### src/hdl/mdb_pkg.sv
`timescale 1ns / 1ps
// ----------------------------------------------------------------------------
// mdb_pkg: shared types and constants of the multi-pin debouncer
// Field widths, opcodes, register indexes and the lane interface structs.
// ----------------------------------------------------------------------------
package mdb_pkg;

  localparam int unsigned DEFAULT_PINS = 8;
  localparam int unsigned FIELD_W      = 8;   // pin_levels, clear_mask, outputs
  localparam int unsigned OP_W         = 2;
  localparam int unsigned CNT_W        = 8;   // debounce_count and tick counters
  localparam int unsigned CFG_IDX_W    = 2;
  localparam int unsigned CFG_DATA_W   = 8;

  localparam logic [CNT_W-1:0] DEBOUNCE_COUNT_RST = CNT_W'(1);

  typedef enum logic [OP_W-1:0] {
    OP_TICK    = 2'd0,
    OP_CAPTURE = 2'd1,
    OP_CLEAR   = 2'd2
  } opcode_e;

  typedef enum logic [CFG_IDX_W-1:0] {
    CFG_DEBOUNCE_COUNT = 2'd0,
    CFG_START_CHANGED  = 2'd1
  } cfg_idx_e;

  // Per-lane command for one accepted transaction
  typedef struct packed {
    logic    accept;
    opcode_e op;
    logic    sample;
    logic    clear;
  } mdb_lane_cmd_t;

  // Per-lane state after the transaction
  typedef struct packed {
    logic stable;
    logic changed;
  } mdb_lane_res_t;

endpackage

### src/hdl/mdb_if.sv
`timescale 1ns / 1ps
// ----------------------------------------------------------------------------
// mdb_in_if / mdb_out_if: valid/ready channels of the multi-pin debouncer
// Input carries opcode, raw pin levels and clear mask; output carries the
// debounced levels and changed flags.
// ----------------------------------------------------------------------------
interface mdb_in_if;
  logic       valid;
  logic       ready;
  logic [1:0] opcode;
  logic [7:0] pin_levels;
  logic [7:0] clear_mask;

  modport source (output valid, output opcode, output pin_levels, output clear_mask,
                  input ready);
  modport sink   (input valid, input opcode, input pin_levels, input clear_mask,
                  output ready);
endinterface

interface mdb_out_if;
  logic       valid;
  logic       ready;
  logic [7:0] stable_levels;
  logic [7:0] changed_flags;

  modport source (output valid, output stable_levels, output changed_flags,
                  input ready);
  modport sink   (input valid, input stable_levels, input changed_flags,
                  output ready);
endinterface

### src/hdl/mdb_lane.sv
`timescale 1ns / 1ps
// ----------------------------------------------------------------------------
// mdb_lane: debouncer core for one pin
// Holds stable/last-seen level, confirm state, tick counter and changed flag.
// Presents the post-transaction state combinationally to the merge stage.
// ----------------------------------------------------------------------------
module mdb_lane
  import mdb_pkg::*;
(
  input  logic             clk_i,
  input  logic             rst_ni,
  input  mdb_lane_cmd_t    cmd_i,
  input  logic [CNT_W-1:0] debounce_count_i,
  input  logic             start_changed_i,
  output mdb_lane_res_t    res_o
);

  logic             stable_q, stable_d;
  logic             last_q, last_d;
  logic             confirm_q, confirm_d;
  logic             changed_q, changed_d;
  logic [CNT_W-1:0] cnt_q, cnt_d;
  logic [CNT_W-1:0] cnt_inc;

  assign cnt_inc = cnt_q + CNT_W'(1);

  always_comb begin
    stable_d  = stable_q;
    last_d    = last_q;
    confirm_d = confirm_q;
    changed_d = changed_q;
    cnt_d     = cnt_q;
    if (cmd_i.accept) begin
      unique case (cmd_i.op)
        OP_TICK: begin
          if (!confirm_q) begin
            // start confirming on an edge against the last-seen level
            if (last_q != cmd_i.sample) begin
              last_d    = cmd_i.sample;
              confirm_d = 1'b1;
            end
          end else begin
            cnt_d = cnt_inc;
            if (cnt_inc >= debounce_count_i) begin
              cnt_d     = '0;
              confirm_d = 1'b0;
              if (last_q == cmd_i.sample) begin
                stable_d  = cmd_i.sample;
                changed_d = 1'b1;
              end else begin
                last_d = cmd_i.sample;
              end
            end
          end
        end
        OP_CAPTURE: begin
          // leave confirm state and counter alone
          stable_d  = cmd_i.sample;
          last_d    = cmd_i.sample;
          changed_d = start_changed_i;
        end
        OP_CLEAR: begin
          if (cmd_i.clear) begin
            changed_d = 1'b0;
          end
        end
        default: begin
        end
      endcase
    end
  end

  always_ff @(posedge clk_i or negedge rst_ni) begin
    if (!rst_ni) begin
      stable_q  <= 1'b0;
      last_q    <= 1'b0;
      confirm_q <= 1'b0;
      changed_q <= 1'b0;
      cnt_q     <= '0;
    end else begin
      stable_q  <= stable_d;
      last_q    <= last_d;
      confirm_q <= confirm_d;
      changed_q <= changed_d;
      cnt_q     <= cnt_d;
    end
  end

  assign res_o.stable  = stable_d;
  assign res_o.changed = changed_d;

endmodule

### src/hdl/mdb_merge.sv
`timescale 1ns / 1ps
// ----------------------------------------------------------------------------
// mdb_merge: result merge and output register
// Packs the first lanes into the 8-bit result fields and holds them in an
// output register until the sink takes the transaction.
// ----------------------------------------------------------------------------
module mdb_merge
  import mdb_pkg::*;
#(
  parameter int unsigned PINS = DEFAULT_PINS
) (
  input  logic                     clk_i,
  input  logic                     rst_ni,
  input  logic                     load_i,
  input  mdb_lane_res_t [PINS-1:0] lane_res_i,
  input  logic                     out_ready_i,
  output logic                     out_valid_o,
  output logic [FIELD_W-1:0]       stable_levels_o,
  output logic [FIELD_W-1:0]       changed_flags_o
);

  logic               valid_q, valid_d;
  logic [FIELD_W-1:0] stable_q;
  logic [FIELD_W-1:0] changed_q;
  logic [FIELD_W-1:0] stable_w;
  logic [FIELD_W-1:0] changed_w;

  for (genvar b = 0; b < FIELD_W; b++) begin : g_bit
    if (b < PINS) begin : g_lane
      assign stable_w[b]  = lane_res_i[b].stable;
      assign changed_w[b] = lane_res_i[b].changed;
    end else begin : g_pad
      assign stable_w[b]  = 1'b0;
      assign changed_w[b] = 1'b0;
    end
  end

  always_comb begin
    valid_d = valid_q;
    if (load_i) begin
      valid_d = 1'b1;
    end else if (out_ready_i) begin
      valid_d = 1'b0;
    end
  end

  always_ff @(posedge clk_i or negedge rst_ni) begin
    if (!rst_ni) begin
      valid_q <= 1'b0;
    end else begin
      valid_q <= valid_d;
    end
  end

  always_ff @(posedge clk_i) begin
    if (load_i) begin
      stable_q  <= stable_w;
      changed_q <= changed_w;
    end
  end

  assign out_valid_o     = valid_q;
  assign stable_levels_o = stable_q;
  assign changed_flags_o = changed_q;

endmodule

### src/hdl/multi_pin_debouncer_top.sv
`timescale 1ns / 1ps
// ----------------------------------------------------------------------------
// multi_pin_debouncer_top: bank of pin debouncers sharing one scan tick
//
//   channel  dir  handshake     payload
//   in_i     in   valid/ready   opcode, pin_levels, clear_mask
//   out_o    out  valid/ready   stable_levels, changed_flags
//   cfg      in   cfg_we_i      cfg_idx_i, cfg_wdata_i (write only)
//
// One transaction per cycle while in_i.ready is high; every pin lane updates in the accepting cycle.
// The result appears in the output register in the cycle after acceptance.
// in_i.ready drops only while the output register is full and not taken.
// Reset clears all lane state, sets debounce_count to 1, start_changed to 0.
// ----------------------------------------------------------------------------
module multi_pin_debouncer_top
  import mdb_pkg::*;
#(
  parameter int unsigned PINS = DEFAULT_PINS
) (
  input  logic                  clk_i,
  input  logic                  rst_ni,
  input  logic                  cfg_we_i,
  input  logic [CFG_IDX_W-1:0]  cfg_idx_i,
  input  logic [CFG_DATA_W-1:0] cfg_wdata_i,
  mdb_in_if.sink                in_i,
  mdb_out_if.source             out_o
);

  logic [CNT_W-1:0]         debounce_count_q, debounce_count_d;
  logic                     start_changed_q, start_changed_d;
  logic                     accept;
  mdb_lane_res_t [PINS-1:0] lane_res;

  // configuration registers
  always_comb begin
    debounce_count_d = debounce_count_q;
    start_changed_d  = start_changed_q;
    if (cfg_we_i) begin
      unique case (cfg_idx_e'(cfg_idx_i))
        CFG_DEBOUNCE_COUNT: debounce_count_d = cfg_wdata_i[CNT_W-1:0];
        CFG_START_CHANGED:  start_changed_d  = cfg_wdata_i[0];
        default: begin
        end
      endcase
    end
  end

  always_ff @(posedge clk_i or negedge rst_ni) begin
    if (!rst_ni) begin
      debounce_count_q <= DEBOUNCE_COUNT_RST;
      start_changed_q  <= 1'b0;
    end else begin
      debounce_count_q <= debounce_count_d;
      start_changed_q  <= start_changed_d;
    end
  end

  // accept whenever the output register is free or being drained
  assign in_i.ready = !out_o.valid || out_o.ready;
  assign accept     = in_i.valid && in_i.ready;

  for (genvar i = 0; i < PINS; i++) begin : g_lane
    mdb_lane_cmd_t cmd;
    assign cmd.accept = accept;
    assign cmd.op     = opcode_e'(in_i.opcode);
    if (i < FIELD_W) begin : g_in
      assign cmd.sample = in_i.pin_levels[i];
      assign cmd.clear  = in_i.clear_mask[i];
    end else begin : g_pad
      // pins beyond the field width see a low level and no clear
      assign cmd.sample = 1'b0;
      assign cmd.clear  = 1'b0;
    end

    mdb_lane u_lane (
      .clk_i            (clk_i),
      .rst_ni           (rst_ni),
      .cmd_i            (cmd),
      .debounce_count_i (debounce_count_q),
      .start_changed_i  (start_changed_q),
      .res_o            (lane_res[i])
    );
  end

  mdb_merge #(
    .PINS (PINS)
  ) u_merge (
    .clk_i           (clk_i),
    .rst_ni          (rst_ni),
    .load_i          (accept),
    .lane_res_i      (lane_res),
    .out_ready_i     (out_o.ready),
    .out_valid_o     (out_o.valid),
    .stable_levels_o (out_o.stable_levels),
    .changed_flags_o (out_o.changed_flags)
  );

endmodule

### src/flat_wrapper.sv
// flat-port wrapper written by rule: the top's interface ports become plain ports
module multi_pin_debouncer_top_flat import mdb_pkg::*;
#(
  parameter int unsigned PINS = DEFAULT_PINS
)
  (clk_i, rst_ni, cfg_we_i, cfg_idx_i, cfg_wdata_i, in_i_valid, in_i_opcode, in_i_pin_levels, in_i_clear_mask, in_i_ready, out_o_valid, out_o_stable_levels, out_o_changed_flags, out_o_ready);
  mdb_in_if in_i_i ();
  mdb_out_if out_o_i ();
  input  logic clk_i;
  input  logic rst_ni;
  input  logic cfg_we_i;
  input  logic [CFG_IDX_W-1:0] cfg_idx_i;
  input  logic [CFG_DATA_W-1:0] cfg_wdata_i;
  input wire logic [$bits(in_i_i.valid)-1:0] in_i_valid;
  input wire logic [$bits(in_i_i.opcode)-1:0] in_i_opcode;
  input wire logic [$bits(in_i_i.pin_levels)-1:0] in_i_pin_levels;
  input wire logic [$bits(in_i_i.clear_mask)-1:0] in_i_clear_mask;
  output wire logic [$bits(in_i_i.ready)-1:0] in_i_ready;
  output wire logic [$bits(out_o_i.valid)-1:0] out_o_valid;
  output wire logic [$bits(out_o_i.stable_levels)-1:0] out_o_stable_levels;
  output wire logic [$bits(out_o_i.changed_flags)-1:0] out_o_changed_flags;
  input wire logic [$bits(out_o_i.ready)-1:0] out_o_ready;
  assign in_i_i.valid = in_i_valid;
  assign in_i_i.opcode = in_i_opcode;
  assign in_i_i.pin_levels = in_i_pin_levels;
  assign in_i_i.clear_mask = in_i_clear_mask;
  assign in_i_ready = in_i_i.ready;
  assign out_o_valid = out_o_i.valid;
  assign out_o_stable_levels = out_o_i.stable_levels;
  assign out_o_changed_flags = out_o_i.changed_flags;
  assign out_o_i.ready = out_o_ready;
  multi_pin_debouncer_top #(.PINS(PINS)) u_core (.clk_i(clk_i), .rst_ni(rst_ni), .cfg_we_i(cfg_we_i), .cfg_idx_i(cfg_idx_i), .cfg_wdata_i(cfg_wdata_i), .in_i(in_i_i), .out_o(out_o_i));
endmodule
### config.mk
export PLATFORM = sky130hd
export DESIGN_NAME = multi_pin_debouncer_top_flat
export DESIGN_NICKNAME = d
export VERILOG_FILES = /design/src/hdl/mdb_pkg.sv /design/src/hdl/mdb_if.sv /design/src/hdl/mdb_lane.sv /design/src/hdl/mdb_merge.sv /design/src/hdl/multi_pin_debouncer_top.sv /design/src/flat_wrapper.sv
export SDC_FILE = /design/constraint.sdc
export NUM_CORES = 1
export LEC_CHECK = 0
export BUFFER_PORTS_ARGS = -buffer_cell sky130_fd_sc_hd__buf_2
export CORE_ASPECT_RATIO = 1.5
export CORE_MARGIN = 2
export CORE_UTILIZATION = 45
export CTS_CLUSTER_SIZE = 14
export DETAILED_ROUTE_END_ITERATION = 10
export GPL_TIMING_DRIVEN = 0
export PLACE_DENSITY_LB_ADDON = 0.3
export SLEW_MARGIN = 30
export SYNTH_ARGS = -nofsm -noshare
export SYNTH_HDL_FRONTEND = slang
export SYNTH_SLANG_ARGS = --single-unit
### constraint.sdc
create_clock -name clk_i -period 3.1 [get_ports clk_i]
set_input_delay 0.62 -clock clk_i [delete_from_list [all_inputs] [get_ports clk_i]]
set_output_delay 0.62 -clock clk_i [all_outputs]
set_load 0.005 [all_outputs]
After elaboration in Yosys (flattened, before gate mapping)
Cells that the tools add are included.
{ "totals": {"elab_cells": 292, "reg_bits": 122, "output_inout_bits": 18, "in_bits": 33} }
{ "classes": {"addsub": 8, "n_eq_ne": 43, "n_lt_le_gt_ge": 8, "mux": 162, "reduce_logical": 26} }
{ "op_table": {"columns": ["operator", "n"], "rows": [
  ["1-bit two-way mux", 130],
  ["3-bit != test, second input constant", 24],
  ["8-bit by 1-bit adder with 8-bit output, second input constant", 8],
  ["8-bit greater-or-equal comparator", 8],
  ["8-bit two-way mux", 8],
  ["5-bit AND reduction", 8],
  ["1-bit case mux with 2 select lines", 16],
  ["1-bit case mux with 3 select lines", 8],
  ["3-bit AND reduction", 8],
  ["1-bit == test", 8],
  ["1-bit != test", 8],
  ["2-bit AND reduction", 3],
  ["2-bit by 1-bit == test with 1-bit output, second input constant", 2],
  ["2-bit logical NOT", 2],
  ["2-bit nonzero test", 2],
  ["2-bit == test, second input constant", 1],
  ["1-bit logical AND", 1],
  ["1-bit logical NOT", 1],
  ["1-bit logical OR", 1]
]} }

Logic depth before layout (Yosys ltp)
Gate-level depths: netlist of run 1.
{ "logic_depth": {"depth_word": 6, "depth_mapped": 12} }

Hierarchy
A second synthesis of run 1 with hierarchy kept.
{ "unflattened": {"hier_cells": 917, "area_unflattened_um2": 8738.4} }
{ "by_module_without_submodules": {"columns": ["mod", "seq_area_each_um2", "cells_per_inst", "instances", "area_per_inst_um2"], "rows": [
  ["mdb_lane at u_core.g_lane[0].u_lane ...", 300.3, 108, 6, 992.2],
  ["mdb_lane at u_core.g_lane[6].u_lane ...", 300.3, 114, 2, 950.9],
  ["mdb_merge", 505.5, 19, 1, 516.7],
  ["multi_pin_debouncer_top", 226.5, 22, 1, 366.6]
]} }

Least setup slack after synthesis of run 1
OpenSTA, ideal clock, no wires.
{ "synth_timing": {"kind": "reg2reg", "startpoint": "register u_core.g_lane[0].u_lane.cnt_q[0]", "endpoint": "register u_core.u_merge.changed_q[0] (netlist: u_core.u_merge.changed_flags_o[0]) (data pin)", "period_less_slack_ps": 2664, "arrival_ps": 2466, "stages_incl_launch_ff": 11, "setup_slack_ps": 436, "n_path_buf": 0, "required_time_ps": 2902, "cell_sequence": "dfrtp_1 and3_1 nand3_1 nor2_1 xnor2_1 inv_1 ha_1 nand4_1 o311ai_1 a311oi_1 nor4_1"} }
{ "synth_between": {"elab_chain_cells": 6} }
{ "synth_lines": {"columns": ["element", "line_no", "text"], "rows": [
  ["start, declared", "mdb_lane.sv:22", "logic [CNT_W-1:0] cnt_q, cnt_d;"],
  ["start signal, assigned", "mdb_lane.sv:85", "cnt_q <= cnt_d;"],
  ["8-bit by 1-bit adder with 8-bit output", "mdb_lane.sv:25", "assign cnt_inc = cnt_q + CNT_W'(1);"],
  ["8-bit greater-or-equal comparator", "mdb_lane.sv:44", "if (cnt_inc >= debounce_count_i) begin"],
  ["1-bit two-way mux", "mdb_lane.sv:44", null],
  ["1-bit two-way mux", "mdb_lane.sv:36", "if (!confirm_q) begin"],
  ["1-bit case mux with 3 select lines", "mdb_lane.sv:34", "unique case (cmd_i.op)"],
  ["1-bit two-way mux", "mdb_lane.sv:33", "if (cmd_i.accept) begin"],
  ["named net u_core.g_lane[0].u_lane.changed_d", "mdb_lane.sv:21", "logic changed_q, changed_d;"],
  ["end signal, assigned", "mdb_merge.sv:58", "changed_q <= changed_w;"],
  ["end, declared", "mdb_merge.sv:24", "logic [FIELD_W-1:0] changed_q;"]
]} }
The timed path passes the listed nets, and every way through them passes these cells.
A chain may end at the register's enable or synchronous reset.

Worst setup path after layout of run 1
{ "layout_timing": {"startpoint": "register u_core.g_lane[2].u_lane.cnt_q[0]", "endpoint": "register u_core.u_merge.changed_q[2] (netlist: u_core.u_merge.changed_flags_o[2]) (data pin)"} }
{ "layout_between": {"elab_chain_cells": 6} }
{ "layout_lines": {"columns": ["element", "line_no"], "rows": [
  ["start, declared", "mdb_lane.sv:22"],
  ["start signal, assigned", "mdb_lane.sv:85"],
  ["8-bit by 1-bit adder with 8-bit output", "mdb_lane.sv:25"],
  ["8-bit greater-or-equal comparator", "mdb_lane.sv:44"],
  ["1-bit two-way mux", "mdb_lane.sv:44"],
  ["1-bit two-way mux", "mdb_lane.sv:36"],
  ["1-bit case mux with 3 select lines", "mdb_lane.sv:34"],
  ["1-bit two-way mux", "mdb_lane.sv:33"],
  ["named net u_core.g_lane[2].u_lane.changed_d", "mdb_lane.sv:21"]
]} }
The timed path passes the listed nets, and every way through them passes these cells.

==> summary.txt, run 1 <==
Global routing
  – Pin count of the biggest net entering global routing: 73
  – Gr usage total: 23.5%
  – First-pass GRT wire length: 31900 µm
  – Congestion Overflow GR: 0
  – Vias in the first global route: 6242
  – Initial antenna violation count: 0

Final layout
  – Nets@finish: 985
  – Final Non-Filler Cells: 1103
  – Final core occ: 53.4%
  – Synth-to-Final Area Change: 16.9%
  – Post-route cell area: 8880 µm²
  – Antenna cell count: 0
  – Layout cells sized above 1: 14.0%

Route
  – Pre-antenna DRT Iters: 4
  – Initial drt markers: 384
  – Via count: 6464
  – Routed WL: 20000 µm
  – Remaining DRCs: 0
  – Vias per std cell: 5.86
  – Routed len/inst: 18.1 µm
  – Remaining antenna violation count: 0

Logic synthesis
  – Largest cells by area after synthesis: dfrtp_1 35%, ha_1 12%, edfxtp_1 6.3%
  – Share of async-settable or async-resettable flops after synthesis: 86.9%
  – Number of synthesized register bits: 122
  – Share of the synthesized area in the top cell type: 34.6%
  – Syn_area_per_cell: 9.41 µm²
  – Yosys warns: 0
  – Synth Instances: 807
  – Top_reg_cell synth: dfrtp_1
  – Synth Net Count: 912
  – Area leader, netlist: dfrtp_1
  – Most common cell in the netlist: dfrtp_1
  – Top post-synthesis cells by count: 105 x dfrtp_1, 103 x nand2_1, 72 x ha_1, 71 x o21ai_0, 54 x nand3_1
  – Synth cell types: 54
  – Post-synthesis sequential area ratio: 41.3%
  – Post-synth EDFFs: 16
  – Cell Area, Synth: 7590 µm²

Clocking
  – Clock slew at reported path FFs: 0.06 ns
  – CTS tree: done
  – Hold-fix buffer count after cts: 0
  – Clock Latency Late Sink: 0.43 ns
  – Clk buf depth: 2
  – Number of buffers created by CTS: 17
  – H-tree depth: 4
  – Clk sinks: 122
  – Root Driver: clkbuf_16

Place
  – Post-DP HPWL: 13700 µm
  – # port buffers: 50
  – Gpl congestion: 0.852
  – Cell count after placement: 1068
  – Setup WS pre-CTS: -0.145 ns
  – Placed Area: 8150 µm²

Floorplanning
  – Rows: 58
  – Starting density of the core: 45.7%
  – Die Y: 163 µm
  – IO Count: 51
  – Die area: 18000 µm²
  – Die width: 110 µm
  – Core area: 16600 µm²

Outcome
  – Outcome: complete, no violations

Timing
  – Final Skew: 0.00741 ns
  – Max frequency: 336 MHz
  – Worst setup margin: 0.127 ns
  – Fin. max-slew vios: 0
  – Worst slew pin tran: 1.01 ns
  – Fin crit share: 95.9%
  – Final hold slack: 0.0537 ns
  – Fin crit period: 2.97 ns
  – Unrepaired setup endpoints after global routing: true
  – Max_slew headroom: 32.3%
  – Final setup fails: 0
  – Hold Vio Cnt, Final: 0

Critical path
  – FF-to-FF End: u_core.u_merge.changed_flags_o[2]
  – WP data arrival: 3.14 ns
  – Peak fanout along the critical path: 10
  – Crit. End Element: flop
  – Startpoint types: flop
  – CP Data Required Time: 3.27 ns
  – Worst reg-to-reg setup slack: 0.13 ns
  – Crit Path Category: flop to flop
  – R2r worst-path depth: 11
  – Critical R2R Launch: u_core.g_lane[2].u_lane.cnt_q[0]

Power
  – Leakage: 4.13 nW
  – Pwr/cell area: 729 nW/µm²
  – Peak supply drop: 0.310 mV

Worst hold path
  – Hold WC Path Type: input pin to async pin

Run
  – Max-cap violations: 0
## where the power goes
group / total (mW) / leakage [nW] / switching, mW / internal (mW)
clock network: 2.05 / 0.296 / 0.758 / 1.29
registers: 2.34 / 1.48 / 0.376 / 1.97
logic: 2.08 / 2.36 / 1.19 / 0.891
total: 6.47 / 4.13 / 2.33 / 4.15
## area by class of cell
class | count | area [µm²]
Fill cell | 1500 | 7740
Multi-Input combinational cell | 623 | 4320
Sequential cell | 122 | 3130
Clock buffer | 21 | 492
Timing Repair Buffer | 54 | 310
Tap cell | 210 | 263
Inverter | 36 | 135
Clock inverter | 11 | 116
Buffer | 26 | 109
## logic make-up (layout without fill, tap and decap cells)
| kind of cell | Yosys count | count (layout) | synth area share, % |
|---|---|---|---|
| AOI/OAI and AO/OA | 200 | 200 | 17.8 |
| xor gates and xnor gates | 56 | 56 | 6.46 |
| adders and majority gates | 72 | 72 | 11.9 |
| buffers and inverters | 62 | 148 | 3.18 |
| DFF | 122 | 122 | 41.3 |
| muxes | 15 | 15 | 2.16 |
| and+or+nand+nor | 280 | 280 | 17.2 |
## timing repair
item	CTS	global route
gates resized for setup	4	20
endpoints found under the setup margin	7	29
setup buffers	0	3
pin swaps	0	1
## through the flow
stage	total power, mW	TNS (ns)
6_report	6.47	0
5_1_grt	6.90	-0.0475
4_1_cts	6.40	0
3_5_place_dp	4.31	-0.557
3_3_place_gp	4.23	-0.495
2_1_floorplan	3.72	0
## worst max path at each step
stage,startpoint,to,cells past startpoint
CTS,u_core.g_lane[5].u_lane.cnt_q[0],u_core.u_merge.changed_flags_o[5],10
finish,u_core.g_lane[2].u_lane.cnt_q[0],u_core.u_merge.changed_flags_o[2],11
floorplan,u_core.g_lane[0].u_lane.cnt_q[0],u_core.u_merge.changed_flags_o[0],10
detailed placement,u_core.g_lane[5].u_lane.cnt_q[0],u_core.u_merge.changed_flags_o[5],10
global placement,u_core.g_lane[5].u_lane.cnt_q[0],u_core.u_merge.changed_flags_o[5],10
global route,u_core.g_lane[5].u_lane.cnt_q[0],u_core.u_merge.changed_flags_o[5],10
## metal layers
| layer | track usage, % | wire [µm] | share of wire, % | up-vias |
|---|---|---|---|---|
| met5 | 0 | 0 | 0 | - |
| met3 | 3.83 | 987 | 4.9 | 50 |
| met1 | 28.7 | 8070 | 40 | 3139 |
| met4 | 10.8 | 719 | 3.6 | 0 |
| li1 | - | - | - | 3091 |
| met2 | 39.9 | 10200 | 51 | 184 |
## registers in the layout, indices dropped and copies added, names as in the netlist, 8 cells and up
signal / flops
u_core.g_lane.u_lane.last_q: 8
u_core.u_merge.stable_levels_o: 8
u_core.g_lane.u_lane.stable_q: 8
u_core.u_merge.changed_flags_o: 8
u_core.g_lane.u_lane.changed_q: 8
u_core.g_lane.u_lane.cnt_q: 64
u_core.g_lane.u_lane.confirm_q: 8
u_core.debounce_count_q: 8
## critical path, stage by stage (launching register included)
cell and delay [ns]:
dfrtp_1 0.42, ha_1 0.25, nand3_1 0.16, nor2_1 0.16, xor2_1 0.21, ha_1 0.29, a21o_1 0.19, a21oi_1 0.23
o311ai_2 0.18, buf_2 0.24, a311oi_1 0.28, nor3_1 0.09
## placed cells by master (no fill, tap or decap), drive strengths merged, types with 5 or more instances in the layout
cell type / instances
a311oi: 8
o21ai: 71
nand2b: 6
a21oi: 17
and3: 15
o31ai: 11
xnor2: 37
a2111oi: 8
edfxtp: 16
o21bai: 12
nor4: 6
nor2: 52
inv: 36
clkinv: 6
dfrtp: 105
nor2b: 6
xor2: 19
mux2: 11
ha: 72
a21boi: 5
a22o: 7
o311ai: 5
nand2: 104
nand4: 9
o21a: 5
a21o: 27
clkbuf: 41
nor3: 15
buf: 60
nand3: 54
Note: power is estimated with default switching activity, not from simulation.
==> inputs of run 2 (changes only) <==
--- a/config.mk
+++ b/config.mk
@@ -7,7 +7,7 @@
 export LEC_CHECK = 0
 export BUFFER_PORTS_ARGS = -buffer_cell sky130_fd_sc_hd__buf_2
 export CORE_ASPECT_RATIO = 1.5
-export CORE_MARGIN = 2
+export CORE_MARGIN = 3
 export CORE_UTILIZATION = 45
 export CTS_CLUSTER_SIZE = 14
 export DETAILED_ROUTE_END_ITERATION = 10
==> run 2 against run 1 <==
Compared with the run above: combinational power about the same; critical path depth unchanged; utilization increased by 0.53 points; first-iteration DRC count fell by 23%; via count shrank 1.5%; sequential share of layout area grew 0.13 points; wire length decreased by 2.5%; clock skew rose by 0.00066 ns; maximum frequency rose by 2.0%; clock power decreased by 7%; power down 2.3%; die area rose by 3.1%; critical endpoint is now u_core.u_merge.changed_flags_o[1]; largest power group unchanged.
==> summary.txt, run 2 (synthesis results as in run 1) <==
Critical path
  – Crit. End Element: flop
  – CP max stage delay: 0.57 ns
  – Startpoint types: flop
  – CP Data Required Time: 3.23 ns
  – CP most frequent cell: and3_1
  – Critical path cell sequence: and3_1 > and3_1 > nand3_1 > xor2_1 > inv_1 > ha_1 > nand4_1 > nor2_1 > a221o_1 > a311oi_1 > a2111oi_1
  – Peak fanout along the critical path: 5
  – CP max-delay cell: a2111oi_1
  – WP data arrival: 3.05 ns
  – Top delay family on crit path: compound AO/OA/AOI/OAI gates
  – Critical R2R Launch: u_core.g_lane[1].u_lane.cnt_q[0]
  – Crit path buffers/inverters: 1
  – Crit Path Category: flop to flop
  – R2r worst-path depth: 11
  – FF-to-FF End: u_core.u_merge.changed_flags_o[1]
  – Worst reg-to-reg setup slack: 0.18 ns

Worst hold path
  – Hold WC Path Type: input pin to async pin

Route
  – Remaining DRCs: 0
  – Met3 wire len: 807 µm
  – Vias per std cell: 5.79
  – Remaining antenna violation count: 0
  – DRT met1 WL: 8170 µm
  – Routed len/inst: 17.7 µm
  – DR WL met2: 9840 µm
  – Top sig layer: met4
  – Via count: 6367
  – Routed WL: 19500 µm
  – Initial drt markers: 295
  – Pre-antenna DRT Iters: 5

Timing
  – Final Skew: 0.00806 ns
  – Max_slew headroom: 33.5%
  – Fin crit period: 2.92 ns
  – Final hold slack: 0.0331 ns
  – Fin. max-slew vios: 0
  – Fin crit share: 94.1%
  – Worst setup margin: 0.184 ns
  – Final setup fails: 0
  – Worst slew pin tran: 0.989 ns
  – Max frequency: 343 MHz
  – Hold Vio Cnt, Final: 0

Clocking
  – Clock Latency Late Sink: 0.42 ns
  – H-tree depth: 4
  – CTS tree: done
  – Clk buf depth: 2
  – Root Driver: clkbuf_16
  – Hold-fix buffer count after cts: 0
  – Clk sinks: 122
  – Number of buffers created by CTS: 17
  – Clock slew at reported path FFs: 0.06 ns

Power
  – Pwr/cell area: 714 nW/µm²
  – Peak supply drop: 0.365 mV
  – Total power: 6.32 mW
  – Leakage: 4.10 nW

Final layout
  – Nets@finish: 984
  – Most frequent cells in the layout: 104 x dfrtp_1, 103 x nand2_1, 72 x ha_1
  – Post-route cell area: 8850 µm²
  – Top reg by flops: u_core.g_lane.u_lane.cnt_q
  – Max reg flops: 64
  – Final Non-Filler Cells: 1099
  – Layout cells sized above 1: 14.2%
  – Synth-to-Final Area Change: 16.5%
  – Commonest non-fill, non-tap cell in the layout: dfrtp_1

Floorplanning
  – Die width: 112 µm
  – Starting density of the core: 46.3%
  – Die Y: 165 µm
  – Die area: 18500 µm²
  – Rows: 57
  – IO Count: 51
  – Core area: 16400 µm²

Outcome
  – Outcome: complete, no violations

Global routing
  – First-pass GRT wire length: 32000 µm
  – Congestion Overflow GR: 0
  – Gr usage total: 21.9%
  – Initial antenna violation count: 1
  – Vias in the first global route: 6337
  – Pin count of the biggest net entering global routing: 83

Place
  – Setup WS pre-CTS: -0.306 ns
  – Post-DP HPWL: 13500 µm
  – Cell count after placement: 1064
  – Gpl congestion: 0.895
  – Placed Area: 8150 µm²
  – # port buffers: 50

Run
  – Max-cap violations: 0
[run 2: changes by cell type in the layout (fill, tap and decap cells not counted), moves of 2 or more]
cell / previous run / this run
a311oi_1: 8 / 5
clkinv_2: 5 / 3
clkinvlp_4: 3 / 7
clkbuf_8: 3 / 1
a311oi_2: 0 / 3
inv_6: 0 / 2
[run 2: worst max path at each step]
stage                                      from                           endpoint  slack (ns)  cells past startpoint
3_3_place_gp   u_core.g_lane[5].u_lane.cnt_q[0]  u_core.u_merge.changed_flags_o[5]       -0.30                     10
4_1_cts        u_core.g_lane[2].u_lane.cnt_q[0]  u_core.u_merge.changed_flags_o[2]        0.01                     11
6_report       u_core.g_lane[1].u_lane.cnt_q[0]  u_core.u_merge.changed_flags_o[1]        0.18                     11
3_5_place_dp   u_core.g_lane[5].u_lane.cnt_q[0]  u_core.u_merge.changed_flags_o[5]       -0.31                     10
2_1_floorplan  u_core.g_lane[0].u_lane.cnt_q[0]  u_core.u_merge.changed_flags_o[0]        0.44                     10
5_1_grt        u_core.g_lane[0].u_lane.cnt_q[0]  u_core.u_merge.changed_flags_o[0]      -0.006                     10
[run 2: layout make-up]
class                           count  area, µm²
Antenna cell                        1       2.50
Timing Repair Buffer               53        303
Clock buffer                       18        439
Multi-Input combinational cell    623       4350
Inverter                           36        135
Clock inverter                     14        124
Buffer                             26        108
Fill cell                        1527       7550
Sequential cell                   122       3140
Tap cell                          206        258
[run 2: power breakdown]
group | switching, mW | internal [mW] | leakage, nW | total, mW
Clock | 0.781 | 1.12 | 0.257 | 1.90
Sequential | 0.379 | 1.97 | 1.48 | 2.35
Combinational | 1.19 | 0.886 | 2.36 | 2.07
[run 2: timing repair]
| action | 4_1_cts | 5_1_grt |
|---|---|---|
| pin swaps | 0 | 4 |
| buffers inserted | 0 | 2 |
| endpoints found under the setup margin | 7 | 30 |
| resized for setup | 5 | 22 |
[run 2: metrics by stage]
stage	utilization, %	setup TNS (ns)
after floorplan	-	0
after global placement	49.4	-0.712
after detailed placement	49.7	-0.861
after CTS	53.3	0
after global routing	54.0	-0.00564
final	54.0	0
[run 2: worst register-to-register path: stages (launching register included)]
cell and delay, ns:
dfrtp_1 0.43, and3_1 0.22, and3_1 0.19, nand3_1 0.09
xor2_1 0.22, inv_1 0.08, ha_1 0.30, nand4_1 0.09
nor2_1 0.11, a221o_1 0.22, a311oi_1 0.12, a2111oi_1 0.57
[run 2: per-layer routing]
metal  track usage (%)  vias to the layer above
met2              38.7                      163
li1                  -                     3086
met1              26.5                     3071
met4              8.64                        0
met5                 0                        -
met3              4.19                       47
